## config.mk

```make
export PLATFORM = sky130hd
export DESIGN_NAME = retargetable_linear_ramp_top
export DESIGN_NICKNAME = d
export VERILOG_FILES = /design/src/rtl/rlr_pkg.sv /design/src/rtl/rlr_divider.sv /design/src/rtl/retargetable_linear_ramp_top.sv
export SDC_FILE = /design/constraint.sdc
export NUM_CORES = 2
export LEC_CHECK = 0
export BUFFER_PORTS_ARGS = -buffer_cell sky130_fd_sc_hd__buf_2
export CAP_MARGIN = 20
export CORE_UTILIZATION = 56
export CTS_CLUSTER_SIZE = 8
export DETAILED_ROUTE_END_ITERATION = 8
export GPL_ROUTABILITY_DRIVEN = 0
export GPL_TIMING_DRIVEN = 0
export PLACE_DENSITY = 0.73
export REMOVE_ABC_BUFFERS = 1
export SETUP_SLACK_MARGIN = 0.4
export SLEW_MARGIN = 20
export SYNTH_ARGS = -nofsm -noshare
export SYNTH_HDL_FRONTEND = slang
export SYNTH_SLANG_ARGS = --single-unit
```

## constraint.sdc

```tcl
create_clock -name aclk -period 10.56 [get_ports aclk]
set_clock_uncertainty 0.05 [all_clocks]
set_input_delay 0.528 -clock aclk [delete_from_list [all_inputs] [get_ports aclk]]
set_output_delay 0.528 -clock aclk [all_outputs]
set_load 0.02 [all_outputs]
```

## src/rtl/rlr_pkg.sv

```systemverilog
// ----------------------------------------------------------------------------
// rlr_pkg
// Shared widths, register indexes and channel types of the linear ramp block.
// ----------------------------------------------------------------------------
package rlr_pkg;

    localparam int LEVEL_BITS    = 16;
    localparam int TIME_BITS     = 32;
    localparam int DURATION_BITS = 24;

    localparam int PROD_BITS     = LEVEL_BITS + DURATION_BITS;
    localparam int CMP_BITS      = (TIME_BITS > DURATION_BITS) ? TIME_BITS : DURATION_BITS;
    localparam int CFG_DATA_BITS = (DURATION_BITS > LEVEL_BITS) ? DURATION_BITS : LEVEL_BITS;
    localparam int CFG_IDX_BITS  = 2;
    localparam int DIV_CNT_BITS  = $clog2(LEVEL_BITS + 1);

    typedef enum logic [CFG_IDX_BITS-1:0] {
        REG_RISE_TIME     = 2'd0,
        REG_FALL_TIME     = 2'd1,
        REG_INITIAL_LEVEL = 2'd2
    } reg_idx_t;

    typedef enum logic {
        FUNC_TICK     = 1'b0,
        FUNC_RETARGET = 1'b1
    } func_t;

    typedef struct packed {
        logic                  func;
        logic [TIME_BITS-1:0]  now;
        logic [LEVEL_BITS-1:0] target;
    } rlr_in_t;

    typedef struct packed {
        logic [LEVEL_BITS-1:0] level;
        logic                  ramping;
    } rlr_out_t;

    typedef struct packed {
        logic                     start;
        logic [PROD_BITS-1:0]     dividend;
        logic [DURATION_BITS-1:0] divisor;
    } div_req_t;

    typedef struct packed {
        logic                  done;
        logic [LEVEL_BITS-1:0] quotient;
    } div_rsp_t;

endpackage

```

## src/rtl/rlr_divider.sv

```systemverilog
// ----------------------------------------------------------------------------
// rlr_divider
// Restoring divider, one quotient bit per cycle; quotient known to fit
// LEVEL_BITS because the dividend is below divisor times 2**LEVEL_BITS.
// ----------------------------------------------------------------------------
module rlr_divider
    import rlr_pkg::*;
(
    input  logic     aclk,
    input  logic     aresetn,
    input  div_req_t req,
    output div_rsp_t rsp
);

    logic [DURATION_BITS-1:0] rem_reg,  rem_next;
    logic [LEVEL_BITS-1:0]    sh_reg,   sh_next;
    logic [DURATION_BITS-1:0] dvs_reg,  dvs_next;
    logic [DIV_CNT_BITS-1:0]  cnt_reg,  cnt_next;
    logic                     busy_reg, busy_next;
    logic                     done_reg, done_next;
    logic [DURATION_BITS:0]   trial;
    logic [DURATION_BITS:0]   diff;

    assign trial = {rem_reg, sh_reg[LEVEL_BITS-1]};
    assign diff  = trial - {1'b0, dvs_reg};

    always_comb begin
        rem_next  = rem_reg;
        sh_next   = sh_reg;
        dvs_next  = dvs_reg;
        cnt_next  = cnt_reg;
        busy_next = busy_reg;
        done_next = 1'b0;
        if (req.start) begin
            rem_next  = req.dividend[PROD_BITS-1:LEVEL_BITS];
            sh_next   = req.dividend[LEVEL_BITS-1:0];
            dvs_next  = req.divisor;
            cnt_next  = DIV_CNT_BITS'(LEVEL_BITS);
            busy_next = 1'b1;
        end else if (busy_reg) begin
            if (!diff[DURATION_BITS]) begin
                rem_next = diff[DURATION_BITS-1:0];
                sh_next  = {sh_reg[LEVEL_BITS-2:0], 1'b1};
            end else begin
                rem_next = trial[DURATION_BITS-1:0];
                sh_next  = {sh_reg[LEVEL_BITS-2:0], 1'b0};
            end
            cnt_next = cnt_reg - DIV_CNT_BITS'(1);
            if (cnt_reg == DIV_CNT_BITS'(1)) begin
                busy_next = 1'b0;
                done_next = 1'b1;
            end
        end
    end

    always_ff @(posedge aclk) begin
        if (!aresetn) begin
            busy_reg <= 1'b0;
            done_reg <= 1'b0;
            cnt_reg  <= '0;
        end else begin
            busy_reg <= busy_next;
            done_reg <= done_next;
            cnt_reg  <= cnt_next;
        end
        rem_reg <= rem_next;
        sh_reg  <= sh_next;
        dvs_reg <= dvs_next;
    end

    assign rsp.done     = done_reg;
    assign rsp.quotient = sh_reg;

endmodule

```

## src/rtl/retargetable_linear_ramp_top.sv

```systemverilog
// ----------------------------------------------------------------------------
// retargetable_linear_ramp_top
// Linear level ramp toward a retargetable goal with rise and fall durations.
//
// Input channel s_*: one item per transfer, a tick or a retarget with a time
// stamp. Result channel m_*: exactly one level/ramping result per item.
// Config channel cfg_*: rise_time, fall_time, initial_level; writing
// initial_level reloads all level state and ends any ramp. cfg_ready is
// always high; write only while no item is in flight.
// m_valid is registered. An item that needs no interpolation goes from idle
// straight to the update step; while a ramp is in progress it passes through
// the multiply step, a 16-step serial divide (one quotient bit per cycle)
// and then the update step.
// s_ready is high only while the sequencer is idle, so a new item is not
// taken until the last one is through. A finished result sits in the output
// register, so the next item is taken while it waits; a stalled receiver
// holds the sequencer in its update step once a second result is ready.
// Reset zeroes config, level state and m_valid; sequencer idle, no ramp active.
// ----------------------------------------------------------------------------
module retargetable_linear_ramp_top
    import rlr_pkg::*;
(
    input  logic                     aclk,
    input  logic                     aresetn,
    input  logic                     s_valid,
    output logic                     s_ready,
    input  rlr_in_t                  s_data,
    output logic                     m_valid,
    input  logic                     m_ready,
    output rlr_out_t                 m_data,
    input  logic                     cfg_valid,
    output logic                     cfg_ready,
    input  logic [CFG_IDX_BITS-1:0]  cfg_index,
    input  logic [CFG_DATA_BITS-1:0] cfg_data
);

    typedef enum logic [3:0] {
        S_IDLE = 4'b0001,
        S_MUL  = 4'b0010,
        S_DIV  = 4'b0100,
        S_UPD  = 4'b1000
    } state_t;

    state_t state_reg, state_next;

    logic [DURATION_BITS-1:0] rise_reg,  rise_next;
    logic [DURATION_BITS-1:0] fall_reg,  fall_next;
    logic [LEVEL_BITS-1:0]    start_reg, start_next;
    logic [LEVEL_BITS-1:0]    goal_reg,  goal_next;
    logic [LEVEL_BITS-1:0]    pres_reg,  pres_next;
    logic [TIME_BITS-1:0]     t0_reg,    t0_next;
    logic [DURATION_BITS-1:0] len_reg,   len_next;

    logic                     func_reg,    func_next;
    logic [TIME_BITS-1:0]     now_reg,     now_next;
    logic [LEVEL_BITS-1:0]    target_reg,  target_next;
    logic                     active_reg,  active_next;
    logic                     snap_reg,    snap_next;
    logic [DURATION_BITS-1:0] elapsed_reg, elapsed_next;
    logic [PROD_BITS-1:0]     prod_reg,    prod_next;

    logic     m_valid_reg, m_valid_next;
    rlr_out_t m_data_reg,  m_data_next;

    logic                  s_fire;
    logic                  cfg_fire;
    logic                  out_free;
    logic [TIME_BITS-1:0]  diff;
    logic [CMP_BITS-1:0]   diff_ext;
    logic [CMP_BITS-1:0]   len_ext;
    logic                  up;
    logic [LEVEL_BITS-1:0] span;
    logic [LEVEL_BITS-1:0] interp;
    div_req_t              div_req;
    div_rsp_t              div_rsp;

    assign s_ready   = (state_reg == S_IDLE);
    assign cfg_ready = 1'b1;
    assign s_fire    = s_valid && s_ready;
    assign cfg_fire  = cfg_valid && cfg_ready;
    assign out_free  = !m_valid_reg || m_ready;

    assign diff     = s_data.now - t0_reg;
    assign diff_ext = CMP_BITS'(diff);
    assign len_ext  = CMP_BITS'(len_reg);
    assign up       = (goal_reg >= start_reg);
    assign span     = up ? (goal_reg - start_reg) : (start_reg - goal_reg);
    assign interp   = !active_reg ? pres_reg :
                      up ? (start_reg + div_rsp.quotient) : (start_reg - div_rsp.quotient);

    assign div_req.start    = (state_reg == S_MUL);
    assign div_req.dividend = prod_next;
    assign div_req.divisor  = len_reg;

    rlr_divider u_div (
        .aclk    (aclk),
        .aresetn (aresetn),
        .req     (div_req),
        .rsp     (div_rsp)
    );

    always_comb begin
        state_next   = state_reg;
        func_next    = func_reg;
        now_next     = now_reg;
        target_next  = target_reg;
        active_next  = active_reg;
        snap_next    = snap_reg;
        elapsed_next = elapsed_reg;
        prod_next    = prod_reg;
        rise_next    = rise_reg;
        fall_next    = fall_reg;
        start_next   = start_reg;
        goal_next    = goal_reg;
        pres_next    = pres_reg;
        t0_next      = t0_reg;
        len_next     = len_reg;
        m_valid_next = m_valid_reg && !m_ready;
        m_data_next  = m_data_reg;

        unique case (state_reg)
            S_IDLE: begin
                if (s_fire) begin
                    func_next    = s_data.func;
                    now_next     = s_data.now;
                    target_next  = s_data.target;
                    active_next  = (len_reg != '0) && (s_data.now > t0_reg);
                    snap_next    = (diff_ext >= len_ext);
                    elapsed_next = (diff_ext >= len_ext) ? len_reg
                                                         : diff[DURATION_BITS-1:0];
                    if ((len_reg != '0) && (s_data.now > t0_reg)) begin
                        state_next = S_MUL;
                    end else begin
                        state_next = S_UPD;
                    end
                end
            end
            S_MUL: begin
                prod_next  = PROD_BITS'(span) * PROD_BITS'(elapsed_reg);
                state_next = S_DIV;
            end
            S_DIV: begin
                if (div_rsp.done) begin
                    state_next = S_UPD;
                end
            end
            S_UPD: begin
                if (out_free) begin
                    if (func_reg == FUNC_TICK) begin
                        if (active_reg && snap_reg) begin
                            start_next = goal_reg;
                            pres_next  = goal_reg;
                            t0_next    = now_reg;
                            len_next   = '0;
                        end else begin
                            pres_next = interp;
                        end
                    end else begin
                        goal_next = target_reg;
                        t0_next   = now_reg;
                        if (target_reg > interp) begin
                            len_next = rise_reg;
                        end else if (target_reg < interp) begin
                            len_next = fall_reg;
                        end else begin
                            len_next = '0;
                        end
                        if (len_next == '0) begin
                            start_next = target_reg;
                            pres_next  = target_reg;
                        end else begin
                            start_next = interp;
                            pres_next  = interp;
                        end
                    end
                    m_valid_next        = 1'b1;
                    m_data_next.level   = pres_next;
                    m_data_next.ramping = (len_next != '0);
                    state_next          = S_IDLE;
                end
            end
            default: begin
                state_next = S_IDLE;
            end
        endcase

        if (cfg_fire) begin
            unique case (cfg_index)
                REG_RISE_TIME: begin
                    rise_next = cfg_data[DURATION_BITS-1:0];
                end
                REG_FALL_TIME: begin
                    fall_next = cfg_data[DURATION_BITS-1:0];
                end
                REG_INITIAL_LEVEL: begin
                    start_next = cfg_data[LEVEL_BITS-1:0];
                    goal_next  = cfg_data[LEVEL_BITS-1:0];
                    pres_next  = cfg_data[LEVEL_BITS-1:0];
                    t0_next    = '0;
                    len_next   = '0;
                end
                default: begin
                end
            endcase
        end
    end

    always_ff @(posedge aclk) begin
        if (!aresetn) begin
            state_reg   <= S_IDLE;
            m_valid_reg <= 1'b0;
            rise_reg    <= '0;
            fall_reg    <= '0;
            start_reg   <= '0;
            goal_reg    <= '0;
            pres_reg    <= '0;
            t0_reg      <= '0;
            len_reg     <= '0;
        end else begin
            state_reg   <= state_next;
            m_valid_reg <= m_valid_next;
            rise_reg    <= rise_next;
            fall_reg    <= fall_next;
            start_reg   <= start_next;
            goal_reg    <= goal_next;
            pres_reg    <= pres_next;
            t0_reg      <= t0_next;
            len_reg     <= len_next;
        end
        func_reg    <= func_next;
        now_reg     <= now_next;
        target_reg  <= target_next;
        active_reg  <= active_next;
        snap_reg    <= snap_next;
        elapsed_reg <= elapsed_next;
        prod_reg    <= prod_next;
        m_data_reg  <= m_data_next;
    end

    assign m_valid = m_valid_reg;
    assign m_data  = m_data_reg;

    a_no_ramp_flat: assert property (@(posedge aclk) disable iff (!aresetn)
        (len_reg == '0) |-> (start_reg == pres_reg))
        else $error("level state inconsistent with idle ramp");

    a_busy_after_accept: assert property (@(posedge aclk) disable iff (!aresetn)
        s_fire |=> !s_ready)
        else $error("input accepted twice in a row");

    a_done_in_div: assert property (@(posedge aclk) disable iff (!aresetn)
        div_rsp.done |-> (state_reg == S_DIV))
        else $error("divider finished outside divide step");

    a_result_from_update: assert property (@(posedge aclk) disable iff (!aresetn)
        $rose(m_valid_reg) |-> $past(state_reg == S_UPD))
        else $error("result raised outside update step");

endmodule
```

==> flow_summary.toml <==
[drt]
wl_per_cell_um = 18.7
dr.pass1.iters = 5
route.met2.wl_um = 39900
drc = 0
via_per_inst = 5.88
dr_wl_met3_um = 6220
wl_um = 86000
top_layer_used = "met4"
ant_nets = 0
wirelength_met1_um = 37500
num_vias = 27117
first_iter_violations = 2172

[floorplan]
dieArea_um2 = 59900
fp-row-count = 88
boundaryPins = 100
fp.dieH_um = 245
initial_utilization_pct = 56.9
core_um2 = 58000
chipWidth_um = 245

[timing]
setup_viol = 0
slew_headroom_pct = 24.0
slew_viol_final = 0
tightest_slew_ns = 1.14
finalHoldViolCount = 0
finalCritPeriodShare_pct = 93.6
min_period_ns = 9.88
fmax_mhz = 101
rsz0062_at_grt = "no"

[place]
port_buffers = 98
place_area_um2 = 34400
place.detailed.hpwl_um = 64100

[critical_path]
required_ns = 10.81
cp_slowest_stage_delay_ns = 0.57
worstSetupEndpointType = "flip-flop"
worstPathMaxFanout = 23
startpoint_type = "flip-flop"
critPathSlowestCell = "fa_1"
crit_path_frequent_cell = "fa_1"
arrival_ns = 10.14
critical_path_class = "reg2reg"

[grt]
grt_pass1_wl_um = 140000
grt_pass1_vias = 26178
antenna_found_initial = 0
gr-total-overflow = 0
grt.total_usage_pct = 29.1
grt_max_degree = 63

[clock_network]
htreeDepth = 2
root_buffer = "clkbuf_16"
path_clk_slew_ns = 0.05
cts_tree = "built"
cts_buffers = 46
clk_latency_ns = 0.57
cts_hold_buf = 0
cts_buffer_depth = 3
cts_sinks = 320

[synth]
synth_cell_types = 89
synth_area_um2 = 33000
ys_ff_latch = 320
syn_avg_cell_area_um2 = 8.61
synth_edf_count = 156
yosysWarnings = 0
ys_seq_area_share_pct = 24.1
synth-main-ff-cell = "dfxtp_1"
ys_async_sr_fraction_pct = 0
netlist_instances = 3834

[finish]
nets = 4459
final_cell_mix = "nand2_1, inv_1, fa_1"
final_area_um2 = 36000
final_util_pct = 62.0
drive_above_1_share_pct = 8.12
area_growth_syn_to_layout_pct = 8.98
final_common_cell = "nand2_1"

[outcome]
outcome = "finished clean"

[job]
drv_cap = 0

[hold_path]
min_path_type = "in2reg"
## synth_stat cells (all sizes together), types with 47 or more instances
cell type  instances  area share (%)
a21o              54             1.2
buf               55            0.83
clkbuf           171             1.9
edfxtp           156              14
a21oi            228             3.5
nor2             168             1.9
nand4             54             1.0
fa               311              19
ha               257             9.7
dfxtp            164             9.9
o21ai            168             2.6
xnor2             80             2.1
nand2            557             6.3
inv              529             6.0
nand2b            47            0.89
mux2              54             2.1
and2             129             2.4
a31oi             47            0.89
nand3             74             1.1
## metrics by stage
stage / TNS, ns / std cells / hold slack [ns] / setup WS (ns)
3_5_place_dp: -0.0359 / 4510 / 0.396 / -0.0339
5_1_grt: 0 / 4608 / 0.0706 / 0.399
4_1_cts: 0 / 4599 / 0.0685 / 0.417
2_1_floorplan: -4.23 / 3608 / 0.386 / -0.511
6_report: 0 / 4609 / 0.0805 / 0.676
3_3_place_gp: -250.07 / 4471 / 0.392 / -3.77
## path summary, 6_finish.rpt
check	startpoint	endpoint	cells after the start	slack [ns]
max	start_reg[0]	u_div.rem_reg[18]	32	0.68
min	s_data[0]	target_reg[0]	1	0.08
max reg2reg	start_reg[0]	u_div.rem_reg[18]	32	0.68
min reg2reg	t0_reg[4]	t0_reg[4]	2	0.40
## final cells by class
cell class | count | area (um2)
timing repair buffer | 154 | 1250
multi-input combinational | 2758 | 22500
clock inverter | 4 | 65.1
sequential | 320 | 7970
fill | 4950 | 22000
clock buffer | 76 | 1260
tap | 765 | 957
antenna | 1 | 2.50
inverter | 531 | 2000
## per-layer routing
layer / GRT usage, % / vias up
met3: 3.93 / 177
met2: 47.2 / 1006
met1: 40.6 / 13137
li1: - / 12797
met5: 0 / -
met4: 8.69 / 0
## cell families (layout without fill, tap and decap cells)
family,Yosys count,count (layout),share of synthesized area [%]
mux,94,94,3.27
buf+inv,757,765,8.80
xor+xnor,110,111,2.94
compound gates,753,753,14.5
other cells,1,2,0.0114
simple gates,1231,1231,17.8
flops,320,320,24.1
fa+ha+maj,568,568,28.6
## worst max-delay path, delay by kind of cell, from the launching register on
| family | cells | cell delay [ns] |
|---|---|---|
| xor+xnor | 2 | 0.43 |
| mux | 2 | 0.54 |
| buf+inv | 3 | 0.31 |
| compound gates | 11 | 3.04 |
| simple gates | 5 | 0.75 |
| fa+ha+maj | 9 | 3.99 |
| flops | 1 | 0.45 |
## timing repair
| action | 4_1_cts | 5_1_grt |
|---|---|---|
| pin swaps | 3 | 5 |
| gates resized for setup | 6 | 12 |
| buffers inserted | 8 | 9 |
| endpoints found under the setup margin | 11 | 7 |
| gates cloned | 1 | 0 |
Power is left out: the tool's default activity adds up to more than one toggle a clock period on the data nets, which glitch-free logic cannot reach.
